$ cat config.mk
export PLATFORM = sky130hd
export DESIGN_NAME = pwc_fifo
export DESIGN_NICKNAME = d
export VERILOG_FILES = /design/src/hw/rtl/pwc_fifo.sv
export VERILOG_INCLUDE_DIRS = /design/src /design/src/hw/rtl
export SDC_FILE = /design/constraint.sdc
export NUM_CORES = 1
export LEC_CHECK = 0
export ABC_AREA = 1
export BUFFER_PORTS_ARGS = -buffer_cell sky130_fd_sc_hd__buf_4
export CAP_MARGIN = 20
export CORE_MARGIN = 5
export CORE_UTILIZATION = 54
export CTS_CLUSTER_DIAMETER = 150
export DETAILED_ROUTE_END_ITERATION = 7
export GPL_TIMING_DRIVEN = 0
export PLACE_DENSITY = 0.8
export REMOVE_ABC_BUFFERS = 1
export SYNTH_ARGS = -nofsm -noshare
export SYNTH_HDL_FRONTEND = slang
export SYNTH_SLANG_ARGS = --single-unit
$ cat constraint.sdc
create_clock -name clk -period 2.8 [get_ports clk]
set_input_delay 0.28 -clock clk [delete_from_list [all_inputs] [get_ports clk]]
set_output_delay 0.28 -clock clk [all_outputs]
set_load 0.01 [all_outputs]
$ cat src/hw/rtl/assert_macros.svh
// Assertion helpers shared by the queue and the top-level RTL files.
`ifndef ASSERT_MACROS_SVH
`define ASSERT_MACROS_SVH

// Same-cycle implication, disabled during reset.
`define ASSERT_NOW(lbl, ante, cons, msg) \
  lbl: assert property (@(posedge clk) disable iff (!rst_n) (ante) |-> (cons)) \
    else $error(msg);

// Next-cycle implication, disabled during reset.
`define ASSERT_NEXT(lbl, ante, cons, msg) \
  lbl: assert property (@(posedge clk) disable iff (!rst_n) (ante) |=> (cons)) \
    else $error(msg);

`endif

$ cat src/hw/rtl/pwc_fifo.sv
`default_nettype none
module pwc_fifo #(
  parameter int W = 8,
  parameter int DEPTH = 4
) (
  input  wire logic         clk,
  input  wire logic         rst_n,
  input  wire logic         push_i,
  input  wire logic [W-1:0] data_i,
  input  wire logic         pop_i,
  output logic              full_o,
  output logic              empty_o,
  output logic [W-1:0]      data_o
);
  `include "assert_macros.svh"

  localparam int PW = $clog2(DEPTH);
  localparam int CW = $clog2(DEPTH + 1);

  logic [W-1:0]  mem_r [DEPTH];
  logic [PW-1:0] wr_ptr_r;
  logic [PW-1:0] rd_ptr_r;
  logic [CW-1:0] count_r;

  assign full_o  = (count_r == CW'(DEPTH));
  assign empty_o = (count_r == '0);
  assign data_o  = mem_r[rd_ptr_r];

  always_ff @(posedge clk) begin
    if (!rst_n) begin
      wr_ptr_r <= '0;
      rd_ptr_r <= '0;
      count_r  <= '0;
    end else begin
      if (push_i) wr_ptr_r <= wr_ptr_r + 1'b1;
      if (pop_i)  rd_ptr_r <= rd_ptr_r + 1'b1;
      if (push_i && !pop_i) begin
        count_r <= count_r + 1'b1;
      end else if (pop_i && !push_i) begin
        count_r <= count_r - 1'b1;
      end
    end
  end

  always_ff @(posedge clk) begin
    if (push_i) mem_r[wr_ptr_r] <= data_i;
  end

  `ASSERT_NOW(a_push_room, push_i, !full_o, "push into a full queue")
  `ASSERT_NOW(a_pop_data, pop_i, !empty_o, "pop from an empty queue")
  `ASSERT_NOW(a_ptr_track, count_r == '0, wr_ptr_r == rd_ptr_r, "pointers out of step")

endmodule
`default_nettype wire

Word level (Yosys, flattened, before mapping). Memory sizes are Yosys's and may differ from the RTL's. A register that Yosys moved wholly into a read port is not among the register bits. Index checks and enable logic that the tools add are counted.

Bits in registers: 7. RAM bits: 32. Input bits: 12. Output and inout port bits: 10. Logic and storage cells: 21. Memories kept: 1.

$add $sub $neg: 4. Eq/ne operators: 1. Multiplexer cells: 6. Reductions and logical operators: 6.

Memory list: mem_r (depth 4, width 8, read ports 1, clocked after memory_dff 1, wr ports 1, RTL line pwc_fifo.sv:20) `logic [W-1:0] mem_r [DEPTH];`.

Operators with widths (count): $mux 3 (2); $add 2x1->2 const B (2); $mux 2 (2); $add 3x1->3 const B (1); $eq 3x3->1 const B (1); $logic_not 3->1 (1); $sub 3x1->3 const B (1); $logic_and 1x1->1 (2); $logic_not 1->1 (2); $mux 1 (2); $reduce_bool 2->1 (1).

Logic depth before layout (Yosys ltp).
Word-level depth: 4. Depth in mapped cells: 10. Depth with buffers taken out: 10.

Worst setup path after synthesis. OpenSTA, ideal clock, no wires.

Path kind: input-to-reg. Start point: input pop_i. End point: register count_r[2]. Setup time: 110 ps. Arrival time: 1171 ps. Required time: 2690 ps. Setup slack: 1519 ps. Stages on the path: 10. Path buffers: 0. Cell sequence: inv_1 > ha_1 > inv_1 > fa_1 > inv_1 > nand2_1 > nand3_1 > nand2_1 > inv_1 > nor2_1.

Longest elaborated chain between the ends: 3. Elaborated cells on any way between the ends: 5. Classes of those cells: 1 x mux; 4 x reduce/logical.

Ends and longest elaborated chain: from (decl) (RTL line pwc_fifo.sv:10) `input wire logic pop_i,`; $logic_not 1->1 (RTL line pwc_fifo.sv:37) `if (push_i && !pop_i) begin`; $logic_and 1x1->1 (RTL line pwc_fifo.sv:37); $mux 3 or $reduce_bool 2->1 (tied branches); to (signal assigned) (RTL line pwc_fifo.sv:38) `count_r <= count_r + 1'b1;`; to (signal assigned) (RTL line pwc_fifo.sv:40) `count_r <= count_r - 1'b1;`; to (decl) (RTL line pwc_fifo.sv:23) `logic [CW-1:0] count_r;`.

Several ways; a longest one is shown, not always the timed one. A chain may end at the register's enable or synchronous reset.

==> impl_metrics.json <==
{
  "grt_usage_pct": 15.4,
  "final-setup-viol-count": 0,
  "vias": 1030,
  "reg2reg_to": "count_r[2]",
  "cts_root_buffer": "clkbuf_4",
  "start_kind": "flop",
  "start_util_pct": 55.0,
  "dp_hpwl_um": 2000,
  "holdPathEnd": "mem_r[0][6]",
  "via_per_inst": 5.31,
  "outcome": "finished, final reports clean",
  "critPathCaptureType": "output port",
  "drive_gt1_share_pct": 20.5,
  "pin_count": 22,
  "grt.overflow.total": 0,
  "whs_ns": 0.128,
  "cts_hold_buf": 0,
  "hold_path_depth": 1,
  "crit_type": "reg -> out",
  "numCtsBuffers": 5,
  "antenna_found_initial": 0,
  "powerDensity_nw_per_um2": 646,
  "relSlewSlack_pct": 63.7,
  "rr_worst_depth": 7,
  "cts_buffer_depth": 2,
  "arrival_ns": 1.78,
  "wl_per_cell_um": 14.7,
  "cts_sinks": 41,
  "clk_pin_slew_ns": 0.12,
  "fillers": 237,
  "syn_area_um2": 1640,
  "antennaDiodeCount": 0,
  "syn_avg_cell_area_um2": 12.2,
  "max_freq_ghz": 0.487,
  "cts_resized": 0,
  "cts_max_level": 2,
  "grt_pass1_wl_um": 4710,
  "port_buffers": 21,
  "place_ws_ns": 1.09,
  "grt_max_degree": 18,
  "synth.distinct_cells": 18,
  "clock_latency_ns": 0.34,
  "drv_cap": 0,
  "cp.required_ns": 2.52,
  "postSynthCellCount": 134,
  "fin_setup_tns_ns": 0,
  "p_leak_nw": 0.758,
  "cts_tree": "done",
  "core_area_um2": 2980,
  "vdd_ir_drop_max_v": 0.000369,
  "grt_pass1_vias": 1024,
  "layout.nets": 178,
  "area_growth_pct": 15.3,
  "worst_pin_slew_ns": 0.544,
  "final_cell_mix": "edfxtp_1 (32), buf_4 (21), nor2_1 (18), o21ai_0 (18), inv_1 (16)",
  "fin_worst_skew_ns": 0.0129,
  "setup_ws_ns": 0.745,
  "final-hold-violation-count": 0,
  "dp_cells": 186,
  "final_common_cell": "edfxtp_1",
  "path_max_fanout": 17,
  "ys_seq_elements": 41,
  "stdcell_count": 194,
  "die_x_um": 65.1,
  "dieHeight_um": 65.1,
  "min_from": "data_i[6]",
  "worstHoldPathType": "in -> reg",
  "yosysWarningCount": 0,
  "final_util_pct": 63.5,
  "rrSetupSlack_ns": 1.52,
  "dr.first_iter.drc_count": 75,
  "rsz0062_at_grt": "no",
  "fin_crit_ns": 2.06,
  "drc": 0,
  "drv_slew": 0,
  "row_count": 20,
  "ys_seq_area_share_pct": 69.6,
  "postCtsSetupRepairBufs": 0,
  "wirelength_um": 2850,
  "rr_startpoint": "count_r[0]",
  "finalWeightedCongestion": 0.750,
  "period_share_pct": 73.4,
  "dieArea_um2": 4240,
  "firstDrtPassIters": 4,
  "antenna_left": 0
}
[layout make-up]
cell class	instances	area, um^2	share of cell area, %
repair buffers	21	158	8.34
inverters	17	63.8	3.38
clock buffers	6	41.3	2.18
flip-flops and latches	41	1140	60.4
well taps	33	41.3	2.18
clock inverters	2	33.8	1.79
multi-input cells	74	412	21.8
[state kept, by name, summed over array words and instances, names as in the netlist, named ones only]
name / flops
count_r: 3
mem_r: 32
rd_ptr_r: 2
wr_ptr_r: 2
[through the flow]
stage	total power, mW	area (um^2)
2_1_floorplan	0.799	1620
3_3_place_gp	0.863	1820
3_5_place_dp	0.876	1820
4_1_cts	1.23	1890
5_1_grt	1.28	1890
6_report	1.22	1890
[power breakdown]
group / switching, mW / internal [mW] / total (mW)
combinational: 0.0845 / 0.0656 / 0.150
clock: 0.176 / 0.186 / 0.362
sequential: 0.0212 / 0.688 / 0.709
[critical path, cell delays in order, from the launching register on]
cell and delay (ns):
dfxtp_1 0.68, inv_2 0.27, o21ai_0 0.23, o22ai_1 0.11, buf_4 0.15
[logic make-up after synthesis]
group | Yosys count | synth area share, %
AOI/OAI and AO/OA | 34 | 11.5
DFF | 41 | 69.6
buffers and inverters | 19 | 5.27
and+or+nand+nor | 34 | 8.63
adders and majority gates | 6 | 5.04
[how the worst max path moves through the flow]
stage | depth (start not counted) | from | to | slack, ns
6_report | 4 | flop | data_o[7] | 0.74
5_1_grt | 4 | flop | data_o[3] | 0.53
4_1_cts | 4 | flop | data_o[7] | 0.72
3_5_place_dp | 4 | flop | data_o[7] | 1.09
3_3_place_gp | 4 | flop | data_o[7] | 1.14
2_1_floorplan | 3 | flop | data_o[1] | 1.50
[cells in the mapped netlist, drive strengths merged]
| cell | instances | area, um^2 |
|---|---|---|
| a21oi | 4 | 20.0 |
| buf | 2 | 22.5 |
| dfxtp | 9 | 180 |
| edfxtp | 32 | 961 |
| fa | 1 | 20.0 |
| ha | 5 | 62.6 |
| inv | 17 | 63.8 |
| nand2 | 9 | 33.8 |
| nand3 | 1 | 5.00 |
| nand4 | 1 | 6.26 |
| nor2 | 21 | 86.3 |
| nor3 | 2 | 10.0 |
| o21ai | 22 | 118 |
| o22ai | 8 | 50.1 |
[per-layer routing]
layer / share of wire, % / routed length, um / vias up / track usage (%)
li1: - / - / 521 / -
met1: 41 / 1180 / 481 / 17.1
met2: 51 / 1470 / 22 / 27.2
met3: 5.5 / 156 / 6 / 5.13
met4: 1.7 / 48 / 0 / 6.22
met5: 0 / 0 / - / 0
No activity file was read; power rests on OpenSTA's default activity.
